File: config.mk
export PLATFORM = sky130hd
export DESIGN_NAME = gregorian_day_number_converter
export DESIGN_NICKNAME = d
export VERILOG_FILES = /design/src/hdl/gdnc_pkg.sv /design/src/hdl/gdnc_cdiv.sv /design/src/hdl/gdnc_d2j.sv /design/src/hdl/gdnc_j2d.sv /design/src/hdl/gregorian_day_number_converter.sv
export VERILOG_INCLUDE_DIRS = /design/src /design/src/hdl
export SDC_FILE = /design/constraint.sdc
export NUM_CORES = 2
export LEC_CHECK = 0
export BUFFER_PORTS_ARGS = -buffer_cell sky130_fd_sc_hd__buf_2
export CAP_MARGIN = 15
export CELL_PAD_IN_SITES_DETAIL_PLACEMENT = 0
export CELL_PAD_IN_SITES_GLOBAL_PLACEMENT = 1
export CORE_MARGIN = 2
export CORE_UTILIZATION = 47
export CTS_CLUSTER_SIZE = 10
export DETAILED_ROUTE_END_ITERATION = 8
export GPL_TIMING_DRIVEN = 1
export PLACE_DENSITY_LB_ADDON = 0.1
export SYNTH_ARGS = -nofsm -noshare
export SYNTH_HDL_FRONTEND = slang
export SYNTH_HIERARCHICAL = 1
export SYNTH_SLANG_ARGS = --single-unit
File: constraint.sdc
create_clock -name clk -period 5.4 [get_ports clk]
set_input_delay 0.54 -clock clk [delete_from_list [all_inputs] [get_ports clk]]
set_output_delay 0.54 -clock clk [all_outputs]
set_load 0.02 [all_outputs]
File: src/hdl/gregorian_day_number_converter_defines.svh
// Assertion macros for the day number converter
`ifndef GREGORIAN_DAY_NUMBER_CONVERTER_DEFINES_SVH
`define GREGORIAN_DAY_NUMBER_CONVERTER_DEFINES_SVH

// antecedent implies consequent, checked out of reset
`define GDNC_ASSERT_IMP(lbl, ante, cons, msg) \
  lbl: assert property (@(posedge clk) disable iff (!rst_n) (ante) |-> (cons)) \
    else $error(msg);

// plain invariant, checked out of reset
`define GDNC_ASSERT_ALWAYS(lbl, expr, msg) \
  lbl: assert property (@(posedge clk) disable iff (!rst_n) (expr)) \
    else $error(msg);

`endif

File: src/hdl/gdnc_pkg.sv
// Shared constants and calendar tables for the day number converter
package gdnc_pkg;

  localparam int D2J_LAT = 4;
  localparam int J2D_LAT = 11;

  localparam int CYCLE400 = 146097;
  localparam int CYCLE100 = 36524;
  localparam int CYCLE4   = 1461;
  localparam int YEAR_LEN = 365;

  // day before the epoch of the proleptic calendar (0001-01-01 is day 1721426)
  localparam logic signed [26:0] EPOCH_M1 = 27'sd1721425;

  // 0000-03-01 sits at day 1721120; bias by 127 eras so the dividend stays positive
  localparam int            ERA_BIAS = 127;
  localparam logic [25:0]   J2D_OFS  = 26'd16833199;

  // bias of 328 * 25 keeps the quarter year count positive
  localparam int            Q25_BIAS = 328;

  // floor((367 * m - 362) / 12) for every 4 bit month code
  function automatic logic signed [9:0] month_base(input logic [3:0] m);
    logic signed [9:0] v;
    v = '0;
    unique case (m)
      4'd0:  v = -10'sd31;
      4'd1:  v = 10'sd0;
      4'd2:  v = 10'sd31;
      4'd3:  v = 10'sd61;
      4'd4:  v = 10'sd92;
      4'd5:  v = 10'sd122;
      4'd6:  v = 10'sd153;
      4'd7:  v = 10'sd183;
      4'd8:  v = 10'sd214;
      4'd9:  v = 10'sd245;
      4'd10: v = 10'sd275;
      4'd11: v = 10'sd306;
      4'd12: v = 10'sd336;
      4'd13: v = 10'sd367;
      4'd14: v = 10'sd398;
      4'd15: v = 10'sd428;
    endcase
    return v;
  endfunction

  // first day of March-based month k within its year
  function automatic logic [8:0] mp_start(input logic [3:0] k);
    logic [8:0] v;
    v = '0;
    unique case (k)
      4'd0:  v = 9'd0;
      4'd1:  v = 9'd31;
      4'd2:  v = 9'd61;
      4'd3:  v = 9'd92;
      4'd4:  v = 9'd122;
      4'd5:  v = 9'd153;
      4'd6:  v = 9'd184;
      4'd7:  v = 9'd214;
      4'd8:  v = 9'd245;
      4'd9:  v = 9'd275;
      4'd10: v = 9'd306;
      4'd11: v = 9'd337;
      default: v = 9'd0;
    endcase
    return v;
  endfunction

endpackage

File: src/hdl/gdnc_cdiv.sv
// Two stage unsigned divide by a constant: reciprocal multiply, then one correction
module gdnc_cdiv #(
  parameter int W = 16,
  parameter int D = 3
) (
  input  logic         clk,
  input  logic [W-1:0] x,
  output logic [W-1:0] q,
  output logic [W-1:0] rem
);

  localparam longint unsigned RECIP_L = (64'd1 << W) / D;
  localparam logic [W:0]      RECIP   = (W+1)'(RECIP_L);
  localparam logic [W-1:0]    DV      = W'(D);

  logic [2*W:0]   prod;
  logic [W-1:0]   q0_r;
  logic [W-1:0]   x_r;
  logic [2*W-1:0] qd;
  logic [W-1:0]   r0;
  logic           fix;
  logic [W-1:0]   q_r;
  logic [W-1:0]   rem_r;

  // estimate is low by at most one
  assign prod = {{(W+1){1'b0}}, x} * {{W{1'b0}}, RECIP};

  always_ff @(posedge clk) begin
    q0_r <= prod[2*W-1:W];
    x_r  <= x;
  end

  assign qd  = {{W{1'b0}}, q0_r} * {{W{1'b0}}, DV};
  assign r0  = x_r - qd[W-1:0];
  assign fix = (r0 >= DV);

  always_ff @(posedge clk) begin
    q_r   <= fix ? q0_r + W'(1) : q0_r;
    rem_r <= fix ? r0 - DV : r0;
  end

  assign q   = q_r;
  assign rem = rem_r;

endmodule

File: src/hdl/gdnc_d2j.sv
// Date to day number datapath, four stages
module gdnc_d2j (
  input  logic               clk,
  input  logic signed [15:0] year,
  input  logic [3:0]         month,
  input  logic [4:0]         day_of_month,
  output logic signed [24:0] day_number
);

  logic signed [16:0] p;
  logic signed [14:0] v;
  logic signed [16:0] p1_r;
  logic [14:0]        u1_r;
  logic [3:0]         m1_r;
  logic [4:0]         d1_r;

  logic signed [26:0] s2_r, s3_r;
  logic signed [10:0] md2_r, md3_r;
  logic               mle2_r, mle3_r;
  logic [1:0]         plo2_r, plo3_r;

  logic [14:0]        q25;
  logic [14:0]        r25;
  logic signed [10:0] h;
  logic               y4, y100, y400, leap;
  logic signed [26:0] adj;
  logic signed [26:0] jdn;
  logic signed [24:0] jdn_r;

  assign p = {year[15], year} - 17'sd1;
  assign v = p[16:2];

  always_ff @(posedge clk) begin
    p1_r <= p;
    u1_r <= 15'(v) + 15'(gdnc_pkg::Q25_BIAS * 25);
    m1_r <= month;
    d1_r <= day_of_month;
  end

  // floor(p / 100) = floor(floor(p / 4) / 25)
  gdnc_cdiv #(.W(15), .D(25)) u_div25 (
    .clk (clk),
    .x   (u1_r),
    .q   (q25),
    .rem (r25)
  );

  always_ff @(posedge clk) begin
    s2_r   <= 27'(p1_r) * 27'sd365 + 27'($signed(p1_r[16:2])) + gdnc_pkg::EPOCH_M1;
    md2_r  <= 11'(gdnc_pkg::month_base(m1_r)) + $signed({6'd0, d1_r});
    mle2_r <= (m1_r <= 4'd2);
    plo2_r <= p1_r[1:0];
    s3_r   <= s2_r;
    md3_r  <= md2_r;
    mle3_r <= mle2_r;
    plo3_r <= plo2_r;
  end

  assign h    = $signed({1'b0, q25[9:0]}) - 11'sd328;
  assign y4   = (plo3_r == 2'b11);
  assign y100 = y4 && (r25 == 15'd24);
  assign y400 = y100 && (q25[1:0] == 2'b11);
  assign leap = y4 && (!y100 || y400);

  always_comb begin
    if (mle3_r) begin
      adj = 27'sd0;
    end else if (leap) begin
      adj = -27'sd1;
    end else begin
      adj = -27'sd2;
    end
  end

  assign jdn = s3_r - 27'(h) + 27'($signed(h[10:2])) + 27'(md3_r) + adj;

  always_ff @(posedge clk) begin
    jdn_r <= jdn[24:0];
  end

  assign day_number = jdn_r;

endmodule

File: src/hdl/gdnc_j2d.sv
// Day number to date datapath, eleven stages
module gdnc_j2d (
  input  logic               clk,
  input  logic signed [24:0] day_number,
  output logic signed [16:0] year,
  output logic [3:0]         month,
  output logic [4:0]         day
);

  logic [25:0]        u1_r;
  logic [25:0]        q400, r400;
  logic [17:0]        doe;
  logic signed [8:0]  era;
  logic [2:0]         b;
  logic               c;

  logic [17:0]        q1460;
  logic [17:0]        doe4_r, doe5_r;
  logic [2:0]         b4_r, b5_r;
  logic               c4_r, c5_r;
  logic signed [8:0]  era4_r, era5_r, era6_r, era7_r, era8_r, era9_r;

  logic [17:0]        a6_r;
  logic [6:0]         diff6_r, diff7_r, diff8_r;
  logic [17:0]        q365, r365;

  logic [8:0]         yoe;
  logic [1:0]         c100;
  logic [9:0]         doy_w;
  logic [8:0]         doy9_r, yoe9_r;

  logic [3:0]         mp;
  logic signed [16:0] ybase;
  logic [3:0]         mp10_r;
  logic [8:0]         doy10_r;
  logic signed [16:0] ybase10_r;

  logic [8:0]         dom;
  logic signed [16:0] year_r;
  logic [3:0]         month_r;
  logic [4:0]         day_r;

  always_ff @(posedge clk) begin
    u1_r <= {day_number[24], day_number} + gdnc_pkg::J2D_OFS;
  end

  gdnc_cdiv #(.W(26), .D(gdnc_pkg::CYCLE400)) u_div400 (
    .clk (clk),
    .x   (u1_r),
    .q   (q400),
    .rem (r400)
  );

  assign doe = r400[17:0];
  assign era = $signed({1'b0, q400[7:0]}) - 9'(gdnc_pkg::ERA_BIAS);
  assign b   = 3'(doe >= 18'(gdnc_pkg::CYCLE100))
             + 3'(doe >= 18'(2 * gdnc_pkg::CYCLE100))
             + 3'(doe >= 18'(3 * gdnc_pkg::CYCLE100))
             + 3'(doe >= 18'(4 * gdnc_pkg::CYCLE100));
  assign c   = (doe == 18'(gdnc_pkg::CYCLE400 - 1));

  gdnc_cdiv #(.W(18), .D(gdnc_pkg::CYCLE4 - 1)) u_div1460 (
    .clk (clk),
    .x   (doe),
    .q   (q1460),
    .rem ()
  );

  always_ff @(posedge clk) begin
    doe4_r <= doe;
    doe5_r <= doe4_r;
    b4_r   <= b;
    b5_r   <= b4_r;
    c4_r   <= c;
    c5_r   <= c4_r;
    era4_r <= era;
    era5_r <= era4_r;
    era6_r <= era5_r;
    era7_r <= era6_r;
    era8_r <= era7_r;
  end

  // leap days skipped inside the era; year of era follows from a / 365
  always_ff @(posedge clk) begin
    a6_r    <= doe5_r - q1460 + 18'(b5_r) - 18'(c5_r);
    diff6_r <= q1460[6:0] - 7'(b5_r) + 7'(c5_r);
    diff7_r <= diff6_r;
    diff8_r <= diff7_r;
  end

  gdnc_cdiv #(.W(18), .D(gdnc_pkg::YEAR_LEN)) u_div365 (
    .clk (clk),
    .x   (a6_r),
    .q   (q365),
    .rem (r365)
  );

  assign yoe   = q365[8:0];
  assign c100  = 2'(yoe >= 9'd100) + 2'(yoe >= 9'd200) + 2'(yoe >= 9'd300);
  assign doy_w = 10'(r365[8:0]) + 10'(diff8_r) - 10'(yoe[8:2]) + 10'(c100);

  always_ff @(posedge clk) begin
    doy9_r <= doy_w[8:0];
    yoe9_r <= yoe;
    era9_r <= era8_r;
  end

  always_comb begin
    mp = '0;
    for (int k = 1; k < 12; k++) begin
      mp = mp + 4'(doy9_r >= gdnc_pkg::mp_start(4'(k)));
    end
  end

  assign ybase = $signed({{8{era9_r[8]}}, era9_r}) * 17'sd400 + $signed({8'd0, yoe9_r});

  always_ff @(posedge clk) begin
    mp10_r    <= mp;
    doy10_r   <= doy9_r;
    ybase10_r <= ybase;
  end

  assign dom = doy10_r - gdnc_pkg::mp_start(mp10_r) + 9'd1;

  // March-based month: January and February belong to the next year
  always_ff @(posedge clk) begin
    day_r <= dom[4:0];
    if (mp10_r < 4'd10) begin
      month_r <= mp10_r + 4'd3;
      year_r  <= ybase10_r;
    end else begin
      month_r <= mp10_r - 4'd9;
      year_r  <= ybase10_r + 17'sd1;
    end
  end

  assign year  = year_r;
  assign month = month_r;
  assign day   = day_r;

endmodule

File: src/hdl/gregorian_day_number_converter.sv
// The out_valid strobe follows the accepting edge with the same delay in both directions.
// Throughput: one word per cycle; busy is high only while rst_n is low.
// The date to day path is delayed to match the 11 stage day to date path,
// which includes three chained constant dividers.
// Reset clears the valid pipeline only; words in flight at reset are dropped.
`include "gregorian_day_number_converter_defines.svh"
module gregorian_day_number_converter (
  input  logic               clk,
  input  logic               rst_n,
  input  logic               start,
  output logic               busy,
  input  logic               in_operation,
  input  logic signed [15:0] in_year,
  input  logic [3:0]         in_month,
  input  logic [4:0]         in_day_of_month,
  input  logic signed [24:0] in_day_number,
  output logic               out_valid,
  output logic signed [24:0] out_day_number,
  output logic signed [16:0] out_year,
  output logic [3:0]         out_month,
  output logic [4:0]         out_day
);

  localparam int LAT = gdnc_pkg::J2D_LAT;
  localparam int PAD = gdnc_pkg::J2D_LAT - gdnc_pkg::D2J_LAT;

  logic               accept;
  logic [LAT-1:0]     vld_r;
  logic [LAT-1:0]     op_r;
  logic signed [24:0] dn;
  logic signed [24:0] dn_dly_r [PAD];
  logic signed [16:0] j_year;
  logic [3:0]         j_month;
  logic [4:0]         j_day;
  logic               op_o;

  assign busy   = ~rst_n;
  assign accept = start & ~busy;

  always_ff @(posedge clk) begin
    if (!rst_n) begin
      vld_r <= '0;
    end else begin
      vld_r <= {vld_r[LAT-2:0], accept};
    end
  end

  always_ff @(posedge clk) begin
    op_r <= {op_r[LAT-2:0], in_operation};
  end

  gdnc_d2j u_d2j (
    .clk          (clk),
    .year         (in_year),
    .month        (in_month),
    .day_of_month (in_day_of_month),
    .day_number   (dn)
  );

  gdnc_j2d u_j2d (
    .clk        (clk),
    .day_number (in_day_number),
    .year       (j_year),
    .month      (j_month),
    .day        (j_day)
  );

  always_ff @(posedge clk) begin
    dn_dly_r[0] <= dn;
    for (int i = 1; i < PAD; i++) begin
      dn_dly_r[i] <= dn_dly_r[i-1];
    end
  end

  assign op_o           = op_r[LAT-1];
  assign out_valid      = vld_r[LAT-1];
  assign out_day_number = op_o ? 25'sd0 : dn_dly_r[PAD-1];
  assign out_year       = op_o ? j_year : 17'sd0;
  assign out_month      = op_o ? j_month : 4'd0;
  assign out_day        = op_o ? j_day : 5'd0;

  `GDNC_ASSERT_IMP(a_latency, accept, ##11 out_valid, "word lost in pipeline")
  `GDNC_ASSERT_IMP(a_no_ghost, !$past(accept, LAT), !out_valid, "strobe without a word")
  `GDNC_ASSERT_IMP(a_date_range, out_valid && op_o,
    out_month >= 4'd1 && out_month <= 4'd12 && out_day >= 5'd1 && out_day <= 5'd31,
    "date result out of range")

endmodule
### After elaboration in Yosys (flattened, before gate mapping)

Memories as Yosys holds them, arrays and structs flattened. A register that Yosys moved wholly into a read port is not among the register bits.
Index checks and enable logic that the tools add are counted.

| operators by class | value |
|---|---|
| add/subtract/negate cells | 52 |
| reduce and logical (&&, ||, !) cells | 5 |
| divide/modulo/power cells | 0 |
| multiply operators | 10 |
| equality and inequality tests | 4 |
| magnitude comparators | 24 |
| shifts and indexed selects | 0 |
| muxes and demuxes | 15 |
| bitwise operators | 2 |

Operators by type and width:

| cell | number |
|---|---|
| $mux W25 | 2 |
| $ge A9 B8 Y1 const B | 5 |
| $add A4 B1 Y4 | 9 |
| $ge A18 B17 Y1 const B | 2 |
| $ge A9 B9 Y1 const B | 4 |
| $sub A18 B18 Y18 | 2 |
| $mul A26 B9 Y35 const B | 1 |
| $mux W17 | 2 |
| $ge A9 B7 Y1 const B | 3 |
| $mul A18 B9 Y27 const B | 1 |
| $add A26 B25 Y26 const B | 1 |
| $ge A26 B18 Y1 const B | 1 |
| $mul A18 B8 Y26 const B | 1 |
| $mul A9 B18 Y26 const B | 1 |
| $sub A26 B26 Y26 | 1 |
| $add A25 B11 Y25 | 1 |
| $add A25 B15 Y25 | 1 |
| $add A25 B22 Y25 const B | 1 |
| $add A25 B25 Y25 | 1 |
| $add A25 B9 Y25 | 1 |
| $mul A15 B10 Y25 const B | 1 |
| $mul A17 B10 Y25 const B | 1 |
| $sub A25 B11 Y25 | 1 |
| $add A18 B3 Y18 | 1 |
| 58 further kinds | 67 |

| word-level totals | value |
|---|---|
| input bits | 54 |
| output and inout bits | 53 |
| bits in read-only memories | 304 |
| memories | 3 |
| word-level logic and storage cells | 170 |
| memory bits (writable) | 175 |
| bits in latches | 0 |
| register bits | 574 |

Memories:

| memory | depth | width | read ports | clocked after memory_dff | wr ports | RTL line | text |
|---|---|---|---|---|---|---|---|
| dn_dly_r | 7 | 25 | 7 | 0 | 7 | gregorian_day_number_converter.sv:31 | `logic signed [24:0] dn_dly_r [PAD];` |
| (no name shown) | 16 | 10 | 1 | 1 | 0 | gdnc_pkg.sv:26 | `unique case (m)` |
| (no name shown) | 16 | 9 | 1 | 1 | 0 | gdnc_pkg.sv:51 | `unique case (k)` |

### Longest topological paths before layout

| depth | value |
|---|---|
| word-level depth | 11 |
| mapped depth | 26 |
| gate-level depth less buffers | 25 |

### Hierarchy

Netlist, hierarchy kept.

By module, submodules not included:

| module | area an instance (sq um) | instances | sequential area each (sq um) | cells each |
|---|---|---|---|---|
| gdnc_d2j | 11,312.1 | 1 | 3,022.9 | 1,120 |
| gdnc_j2d | 10,282.4 | 1 | 4,764.6 | 967 |
| gdnc_cdiv at u_j2d.u_div400 | 9,934.5 | 1 | 1,421.4 | 973 |
| gdnc_cdiv at u_j2d.u_div365 | 7,313.3 | 1 | 1,141.1 | 758 |
| gdnc_cdiv at u_j2d.u_div1460 | 6,257.3 | 1 | 1,061.0 | 652 |
| gdnc_cdiv at u_d2j.u_div25 | 6,224.7 | 1 | 1,061.0 | 649 |
| gregorian_day_number_converter | 4,364.2 | 1 | 3,943.8 | 266 |

### Least setup slack after synthesis

OpenSTA, ideal clock, no wires.

| timing path | value |
|---|---|
| path type | register to register |
| start point | register u_j2d.u_div400.q0_r[0] |
| end point | register u_j2d/u_div400/rem[20] (netlist name) |
| required time | 5,271 ps |
| buffers on the path | 3 |
| setup slack | -524 ps |
| period minus slack after synthesis | 5,924 ps |
| arrival time | 5,795 ps |
| cell stages (with the launch flop) | 24 |
| library setup time | 129 ps |
| path through | dfxtp_1 buf_6 inv_1 fa_1 inv_1 fa_1 inv_1 fa_1 inv_1 fa_1 fa_1 inv_1 ha_1 clkbuf_1 nor2_1 a221o_1 a211o_1 nor3_1 o2bb2ai_1 a41oi_1 and4_1 buf_2 or4_4 xnor2_2 |

RTL lines:

| item | RTL line | text |
|---|---|---|
| start: declaration | gdnc_cdiv.sv:17 | `logic [W-1:0] q0_r;` |
| start signal: assignment | gdnc_cdiv.sv:29 | `q0_r <= prod[2*W-1:W];` |

### Final worst setup path

| timing path | value |
|---|---|
| start point | register u_j2d.u_div400.q0_r[0] |
| end point | register u_j2d.u_div400.rem_r[16], in the netlist u_j2d/u_div400/rem[16] |

| on the way | value |
|---|---|
| cells in the longest elaborated chain, start to end | 4 |
| elaborated cells between the ends (all ways) | 5 |

RTL lines:

| item | RTL line | text |
|---|---|---|
| $mul A9 B18 Y26 (*) | gdnc_cdiv.sv:33 | `assign qd = {{W{1'b0}}, q0_r} * {{W{1'b0}}, DV};` |
| $sub A26 B26 Y26 (*) | gdnc_cdiv.sv:34 | `assign r0 = x_r - qd[W-1:0];` |
| $ge A26 B18 Y1 or $sub A18 B18 Y18 (tied branches) | gdnc_cdiv.sv:35, gdnc_cdiv.sv:39 |  |
| $mux W18 (*) | gdnc_cdiv.sv:39 | `rem_r <= fix ? r0 - DV : r0;` |
| end signal: assignment | gdnc_cdiv.sv:39 |  |
| end: declaration | gdnc_cdiv.sv:23 | `logic [W-1:0] rem_r;` |

Every way passes the cells marked *; elsewhere a longest branch is shown, timed or not.
A chain may end at the register's enable or synchronous reset.

==> results.cfg <==
[status]
status = complete, but fails checks
violations = setup timing

[grt]
gr-total-overflow = 0
grt_max_degree = 52
grt_first_pass_wirelength_um = 179000
gr-usage-all-layers_pct = 18.8
antenna_found_initial = 6
first_global_vias = 35900

[detailed_routing]
route.detailed.drc = 0
drt_iter0_drc = 1193
drtPass1Iterations = 7
route.met3.wl_um = 2570
wire_per_inst_um = 14.7
vias = 34500
maxUsedRoutingLayer = met4
viasPerCell = 4.80
ant_nets = 0
met2_length_um = 48800
wl_um = 106000
wl_met1_um = 52200

[finish]
layout_commonest_cell = inv_1
nNetsFinal = 7061
final_cell_mix = inv_1 (1056), ha_1 (803), dfxtp_1 (752)
syn2layout_area_growth_pct = 15.6
drive_gt1_share_pct = 14.0
fillers = 10300

[logic_synthesis]
postSynthCellCount = 5191
synth_area_um2 = 53900
yosysWarnings = 6
postSynthAreaPerCell_um2 = 10.4

[place]
hpwlAfterDp_um = 87000
gp_congestion = 0.869
portBuffers = 106

[floorplanning]
fp.dieW_um = 343
ios = 107
rows = 124
core_um2 = 114000
start_util_pct = 47.2
dieArea_um2 = 117000
dieHeight_um = 343

[setup_path]
cp_max_fo = 6
critPathTopFamily = adder cells
rr_worst_depth = 21
cp.depth = 21
end_kind = flop
slowest_delay_ns = 0.55
crit_chain = inv_4 > fa_1 > inv_2 > fa_1 > inv_1 > fa_2 > inv_2 > fa_2 > fa_1 > inv_2 > ha_4 > inv_4 > o21bai_1 > a21o_1 > a211oi_2 > or4_4 > a21oi_2 > nor3_2 > and4_1 > or4_1 > xnor2_1
start_kind = flop
crit_path_top_delay_cell = or4_4
critical_path_buf_inv_count = 6
worstPathRequired_ns = 5.97
crit_arrival_ns = 6.15
critical_path_class = flop to flop

[cts]
numCtsBuffers = 95
cts_sinks = 779
clkSlewWorstSetupHoldPaths_ns = 0.06
cts_tree = built
htreeDepth = 3
cts_root_buf = clkbuf_16
clock_path_buffers = 3
clock_latency_ns = 0.68

[sta]
slew_viol_final = 0
whs_ns = 0.0554
slew_headroom_pct = 51.2
hold_viol_final = 0
tightest_slew_ns = 0.731
skew_ns = 0.0347
setup_viol = 35
fin_crit_ns = 5.58
setup_slack_ns = -0.182
period_share_pct = 103
rsz0062_at_grt = yes
fmax_ghz = 0.179

[hold_path]
hold_depth = 2
hold_class = input port to flop

[run]
drv_cap = 0
final timing paths:
path	startpoint	to	slack (ns)
max reg2reg	u_j2d/u_div400/q0_r[0]$_DFF_P_	u_j2d/u_div400/rem[16]$_DFF_P_	-0.18
max	u_j2d/u_div400/q0_r[0]$_DFF_P_	u_j2d/u_div400/rem[16]$_DFF_P_	-0.18
min	in_day_number[12]	u_j2d/u1_r[12]$_DFF_P_	0.06
min reg2reg	u_j2d/doe4_r[3]$_DFF_P_	u_j2d/doe5_r[3]$_DFF_P_	0.30
stage by stage:
stage	instances	instance area [um2]	setup slack, ns	utilization, %	setup TNS [ns]
6_report	7190	62300	-0.182	54.6	-2.54
2_1_floorplan	5199	54200	-0.108	-	-0.157
4_1_cts	7179	61800	-0.240	54.2	-2.78
3_5_place_dp	7012	58200	-0.293	51.1	-6.37
3_3_place_gp	7012	58200	-0.205	51.1	-4.05
5_1_grt	7187	62300	-0.459	54.6	-12.09
state kept, by name, indices dropped and copies added (netlist names), 25 cells and up, named ones only:
register and count:
dn_dly_r 175, u_j2d/u1_r 26, u_j2d/u_div400/x_r 26, u_d2j/day_number 25
u_d2j/s2_r 25, u_d2j/s3_r 25
per-layer routing:
metal  vias to the layer above  GRT usage [%]
li1                      17700              -
met1                     16300           26.2
met2                       331           31.0
met3                       142           2.26
met4                         0           4.53
met5                         -              0
final cells by class:
class	count	area, um2	share of cell area, %
antenna	3	7.51	0.0121
clock buffer	123	2640	4.23
clock inverter	17	238	0.382
inverter	1080	4060	6.52
multi-input combinational	3268	34900	56.0
sequential	779	15700	25.1
tap	1512	1890	3.04
timing repair buffer	408	2910	4.67
timing repair:
action	in CTS	in global routing
pin swaps	65	69
endpoints found under the setup margin	53	60
gates cloned	1	0
hold buffers	7	0
setup buffers	20	10
endpoints found under the hold margin	8	0
resized for setup	89	104
Power is left out: the tool's default activity adds up to more than one toggle a clock period on the data nets, which glitch-free logic cannot reach.
